===== src/transfer_data_block_segmenter_core_assert.svh =====
// Assertion macros for the block segmenter.
// Each macro takes a label, a clock, an active-low reset and a property body.
`ifndef TRANSFER_DATA_BLOCK_SEGMENTER_CORE_ASSERT_SVH
`define TRANSFER_DATA_BLOCK_SEGMENTER_CORE_ASSERT_SVH

`ifndef SYNTHESIS

// Check that prop holds at every clock edge outside reset.
`define TDBS_ASSERT(lbl, clk, rstn, prop) \
  lbl: assert property (@(posedge clk) disable iff (!(rstn)) (prop)) \
    else $error("tdbs assertion failed");

// Check that expr never becomes true outside reset.
`define TDBS_ASSERT_NEVER(lbl, clk, rstn, expr) \
  lbl: assert property (@(posedge clk) disable iff (!(rstn)) !(expr)) \
    else $error("tdbs forbidden condition seen");

`else

`define TDBS_ASSERT(lbl, clk, rstn, prop)
`define TDBS_ASSERT_NEVER(lbl, clk, rstn, expr)

`endif

`endif


===== src/tdbs_pkg.sv =====
package tdbs_pkg;

  // Field and register widths
  localparam int BYTE_W       = 8;
  localparam int BLOCK_LEN_W  = 13;
  localparam int IMAGE_LEN_W  = 32;
  localparam int CFG_IDX_W    = 2;
  localparam int CFG_DATA_W   = 32;

  // Register indexes on the configuration port
  localparam logic [CFG_IDX_W-1:0] REG_BLOCK_LENGTH = 2'd0;
  localparam logic [CFG_IDX_W-1:0] REG_IMAGE_LENGTH = 2'd1;

  // Register reset values
  localparam logic [BLOCK_LEN_W-1:0] BLOCK_LENGTH_RST = 13'd1026;
  localparam logic [IMAGE_LEN_W-1:0] IMAGE_LENGTH_RST = 32'd0;

  // Block framing
  localparam logic [BYTE_W-1:0] SERVICE_ID       = 8'h36;
  localparam logic [BYTE_W-1:0] SEQ_START        = 8'd1;
  localparam int                MIN_BLOCK_LENGTH = 3;
  localparam int                HEADER_BYTES     = 2;

  // Which byte of the pending item the output stage presents
  typedef enum logic [1:0] {
    BEAT_SID,
    BEAT_SEQ,
    BEAT_DATA
  } beat_e;

endpackage


===== src/transfer_data_block_segmenter_core.sv =====
// Transfer-data block segmenter.
//
// Input channel (in_valid_i / in_stall_o / data_byte_i): one image byte per
// word, in address order. Output channel (out_valid_o / out_stall_i) carries
// the block stream: out_byte_o plus is_header_o, last_of_block_o and
// last_of_image_o. A word moves when valid is high and stall is low.
// Configuration port (cfg_valid_i / cfg_ready_o / cfg_index_i / cfg_wdata_i):
// index 0 is block_length, index 1 is image_length; other indexes are dropped.
// Write it only while the block is idle.
//
// The first stream byte for an input word appears in the cycle after the
// word is taken. A byte in the middle of a block goes out on its own; a
// byte that opens a block follows the service byte and the sequence
// counter, which go out of the same single output stage ahead of it.
// The next input word is taken in the cycle the data byte of the current one
// leaves, so the stream runs gap free.
//
// Reset clears all counters (sequence counter back to 1) and loads the
// register defaults. When the receiver stalls, the output stage holds its
// word and in_stall_o rises as soon as no free slot remains.
`include "transfer_data_block_segmenter_core_assert.svh"

module transfer_data_block_segmenter_core #(
  parameter int MAX_BLOCK_LENGTH = 4098
) (
  input  logic                              clk_i,
  input  logic                              rst_ni,
  // configuration write channel
  input  logic                              cfg_valid_i,
  output logic                              cfg_ready_o,
  input  logic [tdbs_pkg::CFG_IDX_W-1:0]    cfg_index_i,
  input  logic [tdbs_pkg::CFG_DATA_W-1:0]   cfg_wdata_i,
  // image byte input
  input  logic                              in_valid_i,
  output logic                              in_stall_o,
  input  logic [tdbs_pkg::BYTE_W-1:0]       data_byte_i,
  // block stream output
  output logic                              out_valid_o,
  input  logic                              out_stall_i,
  output logic [tdbs_pkg::BYTE_W-1:0]       out_byte_o,
  output logic                              is_header_o,
  output logic                              last_of_block_o,
  output logic                              last_of_image_o
);

  // Payload capacity runs up to MAX_BLOCK_LENGTH-2; the payload count stays
  // below it.
  localparam int CW  = $clog2(MAX_BLOCK_LENGTH - 1);
  localparam int PCW = (MAX_BLOCK_LENGTH > 3) ? $clog2(MAX_BLOCK_LENGTH - 2) : 1;
  localparam int MLW = $clog2(MAX_BLOCK_LENGTH + 1);
  localparam int LW  = (MLW > tdbs_pkg::BLOCK_LEN_W) ? MLW : tdbs_pkg::BLOCK_LEN_W;
  localparam int IW  = tdbs_pkg::IMAGE_LEN_W;

  // ---------------------------------------------------------------------
  // Configuration registers
  // ---------------------------------------------------------------------
  logic [tdbs_pkg::BLOCK_LEN_W-1:0] block_length_q;
  logic [IW-1:0]                    image_length_q;
  logic                             cfg_wr;

  assign cfg_ready_o = 1'b1;
  assign cfg_wr      = cfg_valid_i && cfg_ready_o;

  always_ff @(posedge clk_i or negedge rst_ni) begin
    if (!rst_ni) begin
      block_length_q <= tdbs_pkg::BLOCK_LENGTH_RST;
      image_length_q <= tdbs_pkg::IMAGE_LENGTH_RST;
    end else if (cfg_wr) begin
      case (cfg_index_i)
        tdbs_pkg::REG_BLOCK_LENGTH: begin
          block_length_q <= cfg_wdata_i[tdbs_pkg::BLOCK_LEN_W-1:0];
        end
        tdbs_pkg::REG_IMAGE_LENGTH: begin
          image_length_q <= cfg_wdata_i[IW-1:0];
        end
        default: begin
          // unknown index: drop the write
        end
      endcase
    end
  end

  // ---------------------------------------------------------------------
  // Segmentation state
  // ---------------------------------------------------------------------
  logic [PCW-1:0]                pcount_q, pcount_d;
  logic [tdbs_pkg::BYTE_W-1:0]   seq_num_q, seq_num_d;
  logic [IW-1:0]                 bytes_sent_q, bytes_sent_d;

  // Output stage
  logic                          out_vld_q, out_vld_d;
  tdbs_pkg::beat_e               beat_q, beat_d;
  logic [tdbs_pkg::BYTE_W-1:0]   data_q;
  logic [tdbs_pkg::BYTE_W-1:0]   seq_out_q;
  logic                          lob_q, loi_q;

  logic                          in_acc;
  logic                          out_take;
  logic                          last_beat;

  // Clamp the block length and derive the payload capacity.
  logic [LW-1:0]  blen_ext;
  logic [LW-1:0]  blen_eff;
  logic [CW:0]    cap;
  logic [CW:0]    pcount_inc;
  logic [IW:0]    sent_after;
  logic           end_image;
  logic           end_block;
  logic           block_start;

  always_comb begin
    blen_ext = LW'(block_length_q);
    if (blen_ext < LW'(tdbs_pkg::MIN_BLOCK_LENGTH)) begin
      blen_eff = LW'(tdbs_pkg::MIN_BLOCK_LENGTH);
    end else if (blen_ext > LW'(MAX_BLOCK_LENGTH)) begin
      blen_eff = LW'(MAX_BLOCK_LENGTH);
    end else begin
      blen_eff = blen_ext;
    end
    cap = (CW+1)'(blen_eff - LW'(tdbs_pkg::HEADER_BYTES));
  end

  // A zero image length means 2^32 bytes: the image then ends on the byte
  // that brings the count to all ones plus one.
  always_comb begin
    sent_after  = (IW+1)'(bytes_sent_q) + (IW+1)'(1);
    pcount_inc  = (CW+1)'(pcount_q) + (CW+1)'(1);
    if (image_length_q == '0) begin
      end_image = (bytes_sent_q == '1);
    end else begin
      end_image = (sent_after >= (IW+1)'(image_length_q));
    end
    end_block   = end_image || (pcount_inc >= cap);
    block_start = (pcount_q == '0);
  end

  // ---------------------------------------------------------------------
  // Handshakes
  // ---------------------------------------------------------------------
  assign last_beat  = (beat_q == tdbs_pkg::BEAT_DATA);
  assign out_take   = out_vld_q && !out_stall_i;
  // Take a new word when the stage is empty or its data byte leaves now.
  assign in_stall_o = out_vld_q && !(last_beat && !out_stall_i);
  assign in_acc     = in_valid_i && !in_stall_o;

  // Advance the counters on every accepted word.
  always_comb begin
    pcount_d     = pcount_q;
    seq_num_d    = seq_num_q;
    bytes_sent_d = bytes_sent_q;
    if (in_acc) begin
      if (end_image) begin
        pcount_d     = '0;
        seq_num_d    = tdbs_pkg::SEQ_START;
        bytes_sent_d = '0;
      end else begin
        bytes_sent_d = sent_after[IW-1:0];
        if (end_block) begin
          pcount_d  = '0;
          seq_num_d = seq_num_q + tdbs_pkg::BYTE_W'(1);
        end else begin
          pcount_d  = PCW'(pcount_inc);
        end
      end
    end
  end

  always_ff @(posedge clk_i or negedge rst_ni) begin
    if (!rst_ni) begin
      pcount_q     <= '0;
      seq_num_q    <= tdbs_pkg::SEQ_START;
      bytes_sent_q <= '0;
    end else begin
      pcount_q     <= pcount_d;
      seq_num_q    <= seq_num_d;
      bytes_sent_q <= bytes_sent_d;
    end
  end

  // ---------------------------------------------------------------------
  // Output stage: beat sequencing
  // ---------------------------------------------------------------------
  always_comb begin
    out_vld_d = out_vld_q;
    beat_d    = beat_q;
    if (in_acc) begin
      out_vld_d = 1'b1;
      beat_d    = block_start ? tdbs_pkg::BEAT_SID : tdbs_pkg::BEAT_DATA;
    end else if (out_take) begin
      case (beat_q)
        tdbs_pkg::BEAT_SID:  beat_d = tdbs_pkg::BEAT_SEQ;
        tdbs_pkg::BEAT_SEQ:  beat_d = tdbs_pkg::BEAT_DATA;
        tdbs_pkg::BEAT_DATA: out_vld_d = 1'b0;
        default:             beat_d = tdbs_pkg::BEAT_DATA;
      endcase
    end
  end

  always_ff @(posedge clk_i or negedge rst_ni) begin
    if (!rst_ni) begin
      out_vld_q <= 1'b0;
      beat_q    <= tdbs_pkg::BEAT_DATA;
    end else begin
      out_vld_q <= out_vld_d;
      beat_q    <= beat_d;
    end
  end

  // Payload of the pending word; loaded only on accept.
  always_ff @(posedge clk_i) begin
    if (in_acc) begin
      data_q    <= data_byte_i;
      seq_out_q <= seq_num_q;
      lob_q     <= end_block;
      loi_q     <= end_image;
    end
  end

  // Output decode
  always_comb begin
    out_valid_o     = out_vld_q;
    out_byte_o      = data_q;
    is_header_o     = 1'b0;
    last_of_block_o = 1'b0;
    last_of_image_o = 1'b0;
    case (beat_q)
      tdbs_pkg::BEAT_SID: begin
        out_byte_o  = tdbs_pkg::SERVICE_ID;
        is_header_o = 1'b1;
      end
      tdbs_pkg::BEAT_SEQ: begin
        out_byte_o  = seq_out_q;
        is_header_o = 1'b1;
      end
      tdbs_pkg::BEAT_DATA: begin
        out_byte_o      = data_q;
        last_of_block_o = lob_q;
        last_of_image_o = loi_q;
      end
      default: begin
        out_byte_o = data_q;
      end
    endcase
  end

  // ---------------------------------------------------------------------
  // Assertions
  // ---------------------------------------------------------------------
  // A word that opens a block shows the service byte first.
  `TDBS_ASSERT(a_hdr_first, clk_i, rst_ni,
    in_acc && block_start |=> out_valid_o && is_header_o && out_byte_o == tdbs_pkg::SERVICE_ID)
  // At the start of an image every counter sits at its start value.
  `TDBS_ASSERT(a_image_start, clk_i, rst_ni,
    bytes_sent_q == '0 |-> seq_num_q == tdbs_pkg::SEQ_START && pcount_q == '0)
  // The end of the image always closes a block.
  `TDBS_ASSERT_NEVER(a_loi_lob, clk_i, rst_ni,
    out_valid_o && last_of_image_o && !last_of_block_o)

endmodule

===== config.mk =====
export PLATFORM = sky130hd
export DESIGN_NAME = transfer_data_block_segmenter_core
export DESIGN_NICKNAME = d
export VERILOG_FILES = /design/src/tdbs_pkg.sv /design/src/transfer_data_block_segmenter_core.sv
export VERILOG_INCLUDE_DIRS = /design/src /design/src/src
export SDC_FILE = /design/constraint.sdc
export NUM_CORES = 1
export LEC_CHECK = 0
export BUFFER_PORTS_ARGS = -buffer_cell sky130_fd_sc_hd__clkbuf_2
export CELL_PAD_IN_SITES_DETAIL_PLACEMENT = 1
export CELL_PAD_IN_SITES_GLOBAL_PLACEMENT = 2
export CORE_ASPECT_RATIO = 1.5
export CORE_UTILIZATION = 40
export DETAILED_ROUTE_END_ITERATION = 8
export GPL_TIMING_DRIVEN = 0
export PLACE_DENSITY = 0.95
export RECOVER_POWER = 25
export REMOVE_ABC_BUFFERS = 1
export SLEW_MARGIN = 20
export SYNTH_ARGS = -nofsm -noshare
export SYNTH_HDL_FRONTEND = slang
export SYNTH_SLANG_ARGS = --single-unit

===== constraint.sdc =====
create_clock -name clk_i -period 14.1 [get_ports clk_i]
set_clock_uncertainty 0.2 [all_clocks]
set_input_delay 2.115 -clock clk_i [delete_from_list [all_inputs] [get_ports clk_i]]
set_output_delay 2.115 -clock clk_i [all_outputs]
set_load 0.02 [all_outputs]

### Word level (Yosys, flattened, before mapping)

Cells that the tools add are included.

* magnitude comparators: 4
* mux-type cells: 19
* $add $sub $neg: 4
* reductions and logical operators: 21
* equality and inequality tests: 5

Operators with widths (count)
* $add A32 B1 Y33 const B: 1
* $ge A33 B32 Y1: 1
* $eq A32 B32 Y1 const B: 1
* $logic_not A32 Y1: 1
* $mux W32: 1
* $mux W13: 2
* $mux W12: 2
* $mux W8: 2
* $pmux W8 S2: 1
* $ge A13 B14 Y1: 1
* $sub A13 B2 Y14 const B: 1
* $add A12 B1 Y13 const B: 1
* $gt A13 B13 Y1 const B: 1
* $lt A13 B2 Y1 const B: 1
* $logic_not A12 Y1: 1
* $reduce_and A2 Y1: 5
* $add A8 B1 Y8 const B: 1
* $mux W1: 7
* $mux W2: 3
* $reduce_bool A2 Y1: 3
* $eq A2 B1 Y1 const B: 2
* $logic_and A1 B1 Y1: 4
* $logic_not A2 Y1: 2
* $pmux W2 S2: 1
* other kinds (5): 7

* flip-flop bits (word level): 118
* input bits: 47
* output and inout bits: 14

### Longest topological paths before layout

Gate-level depths: netlist of run 1.

* word-level depth: 8
* depth in mapped cells: 22

### Worst setup path after synthesis of run 1

Ideal clock, no wire load.

* path type: input to output
* start point: in out_stall_i
* end point: out in_stall_o
* data required time: 11.785 ns
* arrival: 2.512 ns
* stages on the path: 2
* slack: 9.273 ns
* path buffers: 0
* cells stage by stage: o21ai_0 > inv_1

* cells in the longest elaborated chain, start to end: 4

Ends and longest elaborated chain
* start, declared: RTL line transfer_data_block_segmenter_core.sv:39 `input logic out_stall_i,`
* $logic_not A1 Y1: RTL line transfer_data_block_segmenter_core.sv:143 `assign in_stall_o = out_vld_q && !(last_beat && !out_stall_i);`
* $logic_and A1 B1 Y1: RTL line transfer_data_block_segmenter_core.sv:143
* $logic_not A1 Y1: RTL line transfer_data_block_segmenter_core.sv:143
* $logic_and A1 B1 Y1: RTL line transfer_data_block_segmenter_core.sv:143
* end, declared: RTL line transfer_data_block_segmenter_core.sv:35 `output logic in_stall_o,`

No other way between the ends.

==> results of run 1 <==
## through the flow
stage	hold WS (ns)	util (%)	cells
floorplan	0.2387	-	700
global placement	0.2520	43.45	972
detailed placement	0.2536	44.17	978
CTS	0.2836	47.33	1010
global route	0.3018	47.13	1010
finish	0.2840	47.13	1010
## cells in the mapped netlist (all sizes together), types with 20 or more instances
master   n
a21oi   33
ha      50
inv     56
nand2   86
dfrtp   96
nand4   24
nor2    31
mux2    47
clkbuf  20
nand3   21
xnor2   28
o21ai   43
## worst register-to-register path, cell delays in order, from the launching register on
cell	delay [ns]
dfrtp_1	0.45
ha_1	0.29
nand4_1	0.22
nor4_2	0.61
nand3_1	0.31
nor2_1	0.19
xor2_1	0.26
ha_1	0.31
nand4_1	0.16
nor2_1	0.10
a221o_1	0.36
nor4b_1	0.32
a21oi_1	0.15
nor2_1	0.84
inv_2	0.56
nor2_1	0.68
a22o_1	0.25
## sequential cells by signal, summed over array words and instances, names as in the netlist
name	flops
bytes_sent_q	32
image_length_q	32
blen_ext	13
pcount_q	12
data_q	8
seq_num_q	8
seq_out_q	8
beat_q	2
lob_q	1
loi_q	1
out_valid_o	1
## where the power goes
group          switching [W]  total, W  internal [W]
Combinational       0.000209  0.000354      0.000145
Clock               0.000176  0.000404      0.000228
Sequential         0.0000686  0.000478      0.000409
## kinds of logic (layout without fill, tap and decap cells)
| kind of cell | Yosys count | after routing | share of synthesized area [%] |
|---|---|---|---|
| flip-flops | 118 | 118 | 42.86 |
| AND/OR/NAND/NOR | 243 | 243 | 17.83 |
| other | 1 | 1 | 0.05274 |
| AO/OA/AOI/OAI | 143 | 143 | 12.99 |
| buffers and inverters | 84 | 153 | 4.856 |
| adder cells (fa/ha/maj) | 50 | 50 | 8.798 |
| multiplexers | 47 | 47 | 7.443 |
| XOR/XNOR | 42 | 42 | 5.173 |
## routing by layer
layer	vias to the layer above	track usage, %
met1	2810	22.18
met4	0	7.879
li1	2717	-
met5	-	0
met3	24	4.051
met2	87	41.73
## cell usage in the layout (no fill, tap or decap), types with 11 or more instances in the layout
master,Yosys,routed
clkbuf_2,0,57
nor4_1,14,14
nor2_1,30,30
a21o_1,18,18
and3_1,11,11
a22o_1,16,16
nand2_1,86,85
clkbuf_16,0,17
o21ai_0,41,41
xor2_1,14,14
nand4_1,24,24
edfxtp_1,18,18
nand3_1,21,21
a21oi_1,33,33
mux2_2,47,47
xnor2_1,28,28
inv_1,55,54
ha_1,50,50
dfrtp_1,96,96
## layout make-up
type / count / area share (%)
Multi-Input combinational cell: 526 / 45.56
Sequential cell: 118 / 37.28
Clock buffer: 17 / 5.204
Timing Repair Buffer: 65 / 4.622
Tap cell: 213 / 3.260
Inverter: 56 / 2.571
Clock inverter: 15 / 1.500
## final timing paths
| check | endpoint | slack (ns) | depth (start not counted) | start |
|---|---|---|---|---|
| max | bytes_sent_q[25] | 7.02 | 2 | rst_ni |
| min | seq_out_q[7] | 0.28 | 0 | seq_num_q[7] |
| max reg2reg | bytes_sent_q[5] | 7.79 | 16 | bytes_sent_q[0] |
| min reg2reg | seq_out_q[7] | 0.28 | 0 | seq_num_q[7] |
| max in group clk_i | bytes_sent_q[5] | 7.79 | 16 | bytes_sent_q[0] |
| min in group asynchronous | blen_ext[5] | 1.68 | 1 | rst_ni |
==> results.toml, run 1 <==
[route]
dr.pass1.iters = 4
wirelength_mm = 18.20
avgRoutedWirePerCell_um = 18.02
top_layer = "met4"
ant_nets = 0
met3WireLength_um = 456
wl_met1_mm = 7.239
via_per_inst = 5.582
first_iter_violations = 223
drc = 0
met2WireLength_mm = 10.14
vias = 5638

[setup_path]
crit_required_ns = 13.33
cp_max_fo = 80
crit_family = "buffers and inverters"
critical_path_class = "input pin to async pin"
cp_cell_sequence = "clkbuf_1 -> clkbuf_1"
path_common_cell = "clkbuf_1"
cp_data_arrival_time_ns = 6.30
slowest_stage = "clkbuf_1"
crit_path_max_incr_delay_ns = 3.34
critPathBufInv = 2
end_kind = "async pin"
start_kind = "input pin"

[run_status]
violations = "max-capacitance violations, max-slew violations"
status = "complete, but fails checks"

[yosys]
synth_top_cell_by_area = "dfrtp_1"
synth_seq_area_share_pct = 42.86
synth.distinct_cells = 64
avgSynthCellArea_um2 = 9.767
synth_area_leaders = "dfrtp_1 34%, ha_1 8.8%, edfxtp_1 7.6%"
ys_ff_latch = 118
syn_area_um2 = 7111
synth_edf_count = 18
synth_cells = 728
synth_warnings = 0
yosys.area.top_type_share_pct = 33.78
ys_async_sr_fraction_pct = 84.75
ys.flop_type = "dfrtp_1"

[global_routing]
groute.usage.overall_pct = 21.22
grt_max_degree = 81
grt_pass1_vias = 6005
grt_pass1_wl_mm = 30.28
grt_antenna_before_repair = 0
overflow = 0

[finish]
area_growth_pct = 14.97
multi_input_area_um2 = 3725
fin_nets = 881
final-seq-area_um2 = 3048
diodes = 0
fill_cells = 1963
layout-drive-gt1-share_pct = 19.57
final_area_um2 = 8175

[cts]
cts_hold_buf = 0
cts_resized = 0
clockRootBuffer = "clkbuf_16"
cts_num_sinks = 118
numCtsBuffers = 17
cts_tree = "yes"
cts.clk_slew.worst_paths_ns = 0.06
htreeDepth = 4
cts.path.max_buffers = 2
clock_latency_ns = 0.43
post_cts_buffers = 0

[die]
num_rows = 59
chipWidth_um = 110.9
core_area_um2 = 17350
io_pins = 61
start_util_pct = 40.99
die_h_um = 165.3
die-area_um2 = 18320

[sta]
timing.fmax_ghz = 0.1413
finalHoldViolCount = 0
finalCriticalPeriod_ns = 7.076
setup_viol = 0
tightest_slew_ns = 4.668
rsz0062_at_grt = "false"
fin_setup_tns_ns = 0
period_share_pct = 50.18
maxSlewHeadroom_pct = -211.2
setup_ws_ns = 7.024
drv_slew = 81

[place]
dpl.hpwl_mm = 13.28
post_dp_cell_area_um2 = 7662
pre_cts_slack_ns = 7.805
port_buffers = 59
gp_congestion = 0.8110

[job]
cap_violations = 1

[power]
p_leak_nw = 3.757
ir_drop_v = 0.00009255
power_w = 0.001237
powerDensity_nw_per_um2 = 151.3

[min_path]
hp-class = "flop to flop"
Note: power is estimated with default switching activity, not from simulation.
==> inputs of run 2 (changes only) <==
--- a/config.mk
+++ b/config.mk
@@ -10,10 +10,10 @@
 export CELL_PAD_IN_SITES_DETAIL_PLACEMENT = 1
 export CELL_PAD_IN_SITES_GLOBAL_PLACEMENT = 2
 export CORE_ASPECT_RATIO = 1.5
-export CORE_UTILIZATION = 40
+export CORE_UTILIZATION = 39
 export DETAILED_ROUTE_END_ITERATION = 8
 export GPL_TIMING_DRIVEN = 0
-export PLACE_DENSITY = 0.95
+export PLACE_DENSITY = 0.93
 export RECOVER_POWER = 25
 export REMOVE_ABC_BUFFERS = 1
 export SLEW_MARGIN = 20
==> constraint.sdc (replaced) <==
create_clock -name clk_i -period 6.8 [get_ports clk_i]
set_clock_uncertainty 0.2 [all_clocks]
set_input_delay 1.02 -clock clk_i [delete_from_list [all_inputs] [get_ports clk_i]]
set_output_delay 1.02 -clock clk_i [all_outputs]
set_load 0.02 [all_outputs]
==> results.toml, run 2 (synthesis gave the netlist of run 1 again) <==
[die]
die-area_um2 = 18790
chipWidth_um = 112.3
start_util_pct = 39.80
die_h_um = 167.4
io_pins = 61
core_area_um2 = 17870
num_rows = 60

[finish]
utilization_pct = 45.67
final-seq-area_um2 = 3048
layout-drive-gt1-share_pct = 19.35
diodes = 0
fill_cells = 2048
fin_nets = 880
multi_input_area_um2 = 3732
layout_common_cells = "96 x dfrtp_1, 85 x nand2_1, 58 x clkbuf_2"
area_growth_pct = 14.76
final_common_cell = "dfrtp_1"

[cts]
cts_hold_buf = 0
cts_resized = 0
cts.clk_slew.worst_paths_ns = 0.06
cts.path.max_buffers = 2
htreeDepth = 4
post_cts_buffers = 0
clock_latency_ns = 0.43
cts_tree = "yes"
clockRootBuffer = "clkbuf_16"
numCtsBuffers = 17
cts_num_sinks = 118

[route]
avgRoutedWirePerCell_um = 18.29
wl_met1_mm = 7.174
met3WireLength_um = 415
vias = 5695
wirelength_mm = 18.53
top_layer = "met4"
ant_nets = 0
met2WireLength_mm = 10.24
dr.pass1.iters = 9
via_per_inst = 5.622
first_iter_violations = 164
drc = 2

[global_routing]
overflow = 0
grt_pass1_vias = 6301
groute.usage.overall_pct = 21.29
grt_max_degree = 62
grt_pass1_wl_mm = 31.24
grt_antenna_before_repair = 0

[setup_path]
reg2reg_from = "bytes_sent_q[0]"
end_kind = "flop"
crit_required_ns = 6.96
critical_path_class = "flop to flop"
cp_max_fo = 33
reg2reg_depth = 16
cp_data_arrival_time_ns = 6.34
startpoint = "bytes_sent_q[0]"
rrSetupSlack_ns = 0.62
r2r-end = "bytes_sent_q[18]"
start_kind = "flop"

[run_status]
status = "complete, but fails checks"
violations = "design-rule violations, max-capacitance violations, max-slew violations"

[power]
powerDensity_nw_per_um2 = 314.0
ir_drop_v = 0.0001579
p_leak_nw = 3.739

[min_path]
holdPathStages = 0
hold_end = "seq_out_q[7]"
hp-class = "flop to flop"
holdCritStartpoint = "seq_num_q[7]"

[sta]
drv_slew = 103
period_share_pct = 90.94
setup_viol = 0
timing.fmax_ghz = 0.1617
rsz0062_at_grt = "false"
maxSlewHeadroom_pct = -126.9
finalCriticalPeriod_ns = 6.184
tightest_slew_ns = 3.404
finalHoldViolCount = 0
fin_setup_tns_ns = 0

[job]
cap_violations = 2

[place]
gp_congestion = 0.8023
dpl.hpwl_mm = 13.54
port_buffers = 59
-- run 2: changes by cell type in the layout (fill, tap and decap cells not counted), sizes merged --
cell / change
buf: -1
bufinv: +1
clkbuf: +3
clkinv: -2
clkinvlp: +3
inv: -5
-- run 2: power by group --
part / total (W) / switching, W / leakage [nW] / internal (W)
clock: 0.000837 / 0.000337 / 0.256 / 0.000500
combinational: 0.000727 / 0.000435 / 2.05 / 0.000293
sequential: 0.000999 / 0.000149 / 1.43 / 0.000849
total: 0.00256 / 0.000920 / 3.74 / 0.00164
-- run 2: worst max-delay path by stage --
| stage | endpoint | slack (ns) | cells past startpoint |
|---|---|---|---|
| final | bytes_sent_q[18] | 0.62 | 16 |
| after global routing | seq_num_q[1] | 0.16 | 16 |
| after CTS | bytes_sent_q[18] | 0.58 | 16 |
| after detailed placement | bytes_sent_q[18] | 0.63 | 16 |
| after global placement | seq_num_q[1] | 0.17 | 16 |
| after floorplan | pcount_q[0] | 2.30 | 19 |
-- run 2: area by class of cell --
type	count	area share, %
Clock buffer	20	5.351
Sequential cell	118	37.35
Tap cell	217	3.327
Clock inverter	12	1.303
Multi-Input combinational cell	526	45.74
Timing Repair Buffer	64	4.354
Inverter	56	2.576
-- run 2: metrics by stage --
| stage | hold WS, ns | cell area [um^2] | setup WS, ns | power (W) | cells |
|---|---|---|---|---|---|
| CTS | 0.2690 | 8194 | 0.5776 | 0.002596 | 1013 |
| global route | 0.2850 | 8160 | 0.1614 | 0.002723 | 1013 |
| finish | 0.2644 | 8160 | 0.6161 | 0.002563 | 1013 |
| detailed placement | 0.2566 | 7651 | 0.6342 | 0.001742 | 981 |
| global placement | 0.2520 | 7542 | 0.1706 | 0.001698 | 976 |
| floorplan | 0.2387 | 6975 | 2.296 | 0.001464 | 700 |
-- run 2: worst max-delay path, cell delays in order (launching register included) --
cell and delay [ns]:
dfrtp_1 0.48, ha_1 0.28, nand4_1 0.17, nor4_2 0.64
and2_0 0.45, nand3_1 0.15, xnor2_1 0.22, ha_1 0.29
a21o_1 0.17, a21o_1 0.17, a21o_1 0.20, nor4b_1 0.34
a21oi_1 0.17, nor2_2 0.63, inv_2 0.49, nor2_1 0.77
a22o_1 0.27
-- run 2: per-layer routing --
metal,vias up,track usage [%]
li1,2717,-
met1,2836,22.13
met2,97,40.99
met3,45,3.294
met4,0,10.38
met5,-,0
==> inputs of run 3 (changes only) <==
--- a/config.mk
+++ b/config.mk
@@ -6,7 +6,7 @@
 export SDC_FILE = /design/constraint.sdc
 export NUM_CORES = 1
 export LEC_CHECK = 0
-export BUFFER_PORTS_ARGS = -buffer_cell sky130_fd_sc_hd__clkbuf_2
+export BUFFER_PORTS_ARGS = -buffer_cell sky130_fd_sc_hd__buf_4
 export CELL_PAD_IN_SITES_DETAIL_PLACEMENT = 1
 export CELL_PAD_IN_SITES_GLOBAL_PLACEMENT = 2
 export CORE_ASPECT_RATIO = 1.5
==> results.toml, run 3 (synthesis gave the netlist of run 1 again) <==
[run_status]
status = "complete, but fails checks"
violations = "design-rule violations, max-capacitance violations, max-slew violations"

[route]
avgRoutedWirePerCell_um = 19.55
wirelength_mm = 19.80
ant_nets = 0
dr.pass1.iters = 8
drc = 2
vias = 5802
via_per_inst = 5.728
first_iter_violations = 221

[cts]
clockRootBuffer = "clkbuf_16"
cts.path.max_buffers = 2
clock_latency_ns = 0.44
cts_resized = 0
cts_tree = "yes"
cts_hold_buf = 0
cts_num_sinks = 118
htreeDepth = 4
cts.clk_slew.worst_paths_ns = 0.06
numCtsBuffers = 17
post_cts_buffers = 0

[setup_path]
reg2reg_depth = 16
path_common_cell = "a21o_1"
crit_required_ns = 6.97
cp_data_arrival_time_ns = 6.68
slowest_stage = "nor2_1"
reg2reg_from = "bytes_sent_q[0]"
rrSetupSlack_ns = 0.29
cp_max_fo = 33
startpoint = "bytes_sent_q[0]"
endpoint = "seq_num_q[1]"
r2r-end = "seq_num_q[1]"
start_kind = "flop"
cp_cell_sequence = "ha_1 -> nand4_1 -> nor4_2 -> and2_0 -> nand3_1 -> xnor2_1 -> ha_1 -> a21o_1 -> a21o_1 -> a21o_1 -> nor4b_1 -> a21oi_1 -> nor2_2 -> inv_2 -> nor2_1 -> a32o_1"
end_kind = "flop"
crit_path_max_incr_delay_ns = 0.84
critical_path_class = "flop to flop"

[power]
p_comb_share_pct = 27.1
p_seq_share_pct = 35.1
p_leak_nw = 3.856
sw_frac_of_total_pct = 33.57
power_w = 0.002860
pwr-share-clk_pct = 37.9
powerDensity_nw_per_um2 = 337.7
switchingPower_w = 0.0009603
p_int_w = 0.001900
ir_drop_v = 0.0001882

[finish]
layout-drive-gt1-share_pct = 19.60
fill_cells = 2003
final_common_cell = "dfrtp_1"
fin_nets = 880
layout_common_cells = "96 x dfrtp_1, 85 x nand2_1, 54 x inv_1"
final_area_um2 = 8471
area_growth_pct = 19.13
diodes = 0
stdcell_count = 1013

[global_routing]
met2_usage_pct = 42.99
top_usage_layer = "met2"
grt_max_degree = 101
grt_pass1_wl_mm = 32.50
grt_antenna_before_repair = 0
grt_use_met3_pct = 3.511
groute.usage.overall_pct = 22.35
grt_pass1_vias = 6521
met1_usage_pct = 22.44
overflow = 0

[die]
io_pins = 61
die-area_um2 = 18790
core_area_um2 = 17870
start_util_pct = 39.80
die_h_um = 167.4
num_rows = 60
chipWidth_um = 112.3

[sta]
period_share_pct = 95.78
setup_viol = 0
maxSlewHeadroom_pct = -217.1
setup_ws_ns = 0.2871
finalHoldViolCount = 0
rsz0062_at_grt = "false"
timing.fmax_ghz = 0.1535
finalCriticalPeriod_ns = 6.513
drv_slew = 101
fin_setup_tns_ns = 0
tightest_slew_ns = 4.756

[place]
post_dp_cell_area_um2 = 7781
pre_cts_slack_ns = 0.4818
port_buffers = 59
dpl.hpwl_mm = 14.31
dp.cells = 981
gp_congestion = 0.8581

[job]
cap_violations = 1

[min_path]
hp-class = "flop to flop"
-- run 3: cell types whose count changed in the layout (fill, tap and decap cells not counted), moves of 2 or more --
cell | previous run | this run
clkbuf_2 | 58 | 0
buf_4 | 0 | 49
clkbuf_4 | 0 | 9
bufinv_16 | 1 | 7
clkbuf_1 | 5 | 1
clkinv_2 | 4 | 1
clkinvlp_4 | 4 | 2
inv_6 | 1 | 3
-- run 3: area by class of cell --
cell class,instances,area (um^2),share of cell area [%]
clock buffers,17,425.4,5.022
clock inverters,15,274.0,3.235
inverters,56,210.2,2.482
multi-input cells,526,3722,43.94
flip-flops and latches,118,3048,35.98
well taps,217,271.5,3.205
repair buffers,64,519.2,6.130
-- run 3: through the flow --
stage	util [%]	hold slack [ns]
2_1_floorplan	-	0.2387
3_3_place_gp	43.04	0.2507
3_5_place_dp	43.55	0.2619
4_1_cts	47.47	0.2781
5_1_grt	47.41	0.2909
6_report	47.41	0.2759
-- run 3: power by group through the flow --
stage          Combinational, W  Sequential, W  Clock, W
4_1_cts                0.000781        0.00100   0.00109
2_1_floorplan          0.000504       0.000960         0
5_1_grt                0.000859        0.00102   0.00112
3_3_place_gp           0.000706       0.000999         0
3_5_place_dp           0.000769        0.00101         0
6_report               0.000774        0.00100   0.00108
-- run 3: worst min path at each step --
stage	depth (start not counted)	slack, ns	startpoint	endpoint
2_1_floorplan	0	0.24	seq_num_q[4]	seq_out_q[4]
3_3_place_gp	0	0.25	seq_num_q[7]	seq_out_q[7]
3_5_place_dp	0	0.26	seq_num_q[7]	seq_out_q[7]
4_1_cts	0	0.28	seq_num_q[4]	seq_out_q[4]
5_1_grt	0	0.29	seq_num_q[4]	seq_out_q[4]
6_report	0	0.28	seq_num_q[7]	seq_out_q[7]
-- run 3: critical path: cells and delay by family, from the launching register on --
kind                       cells  cell delay (ns)
and+or+nand+nor                7             3.42
AOI/OAI and AO/OA              5             0.99
adders and majority gates      2             0.59
DFF                            1             0.50
buffers and inverters          1             0.48
xor gates and xnor gates       1             0.25
-- run 3: per-layer routing --
metal	up-vias	share of wire [%]
met4	0	4.2
met3	57	2.4
met5	-	0
met1	2918	37
met2	110	56
li1	2717	-
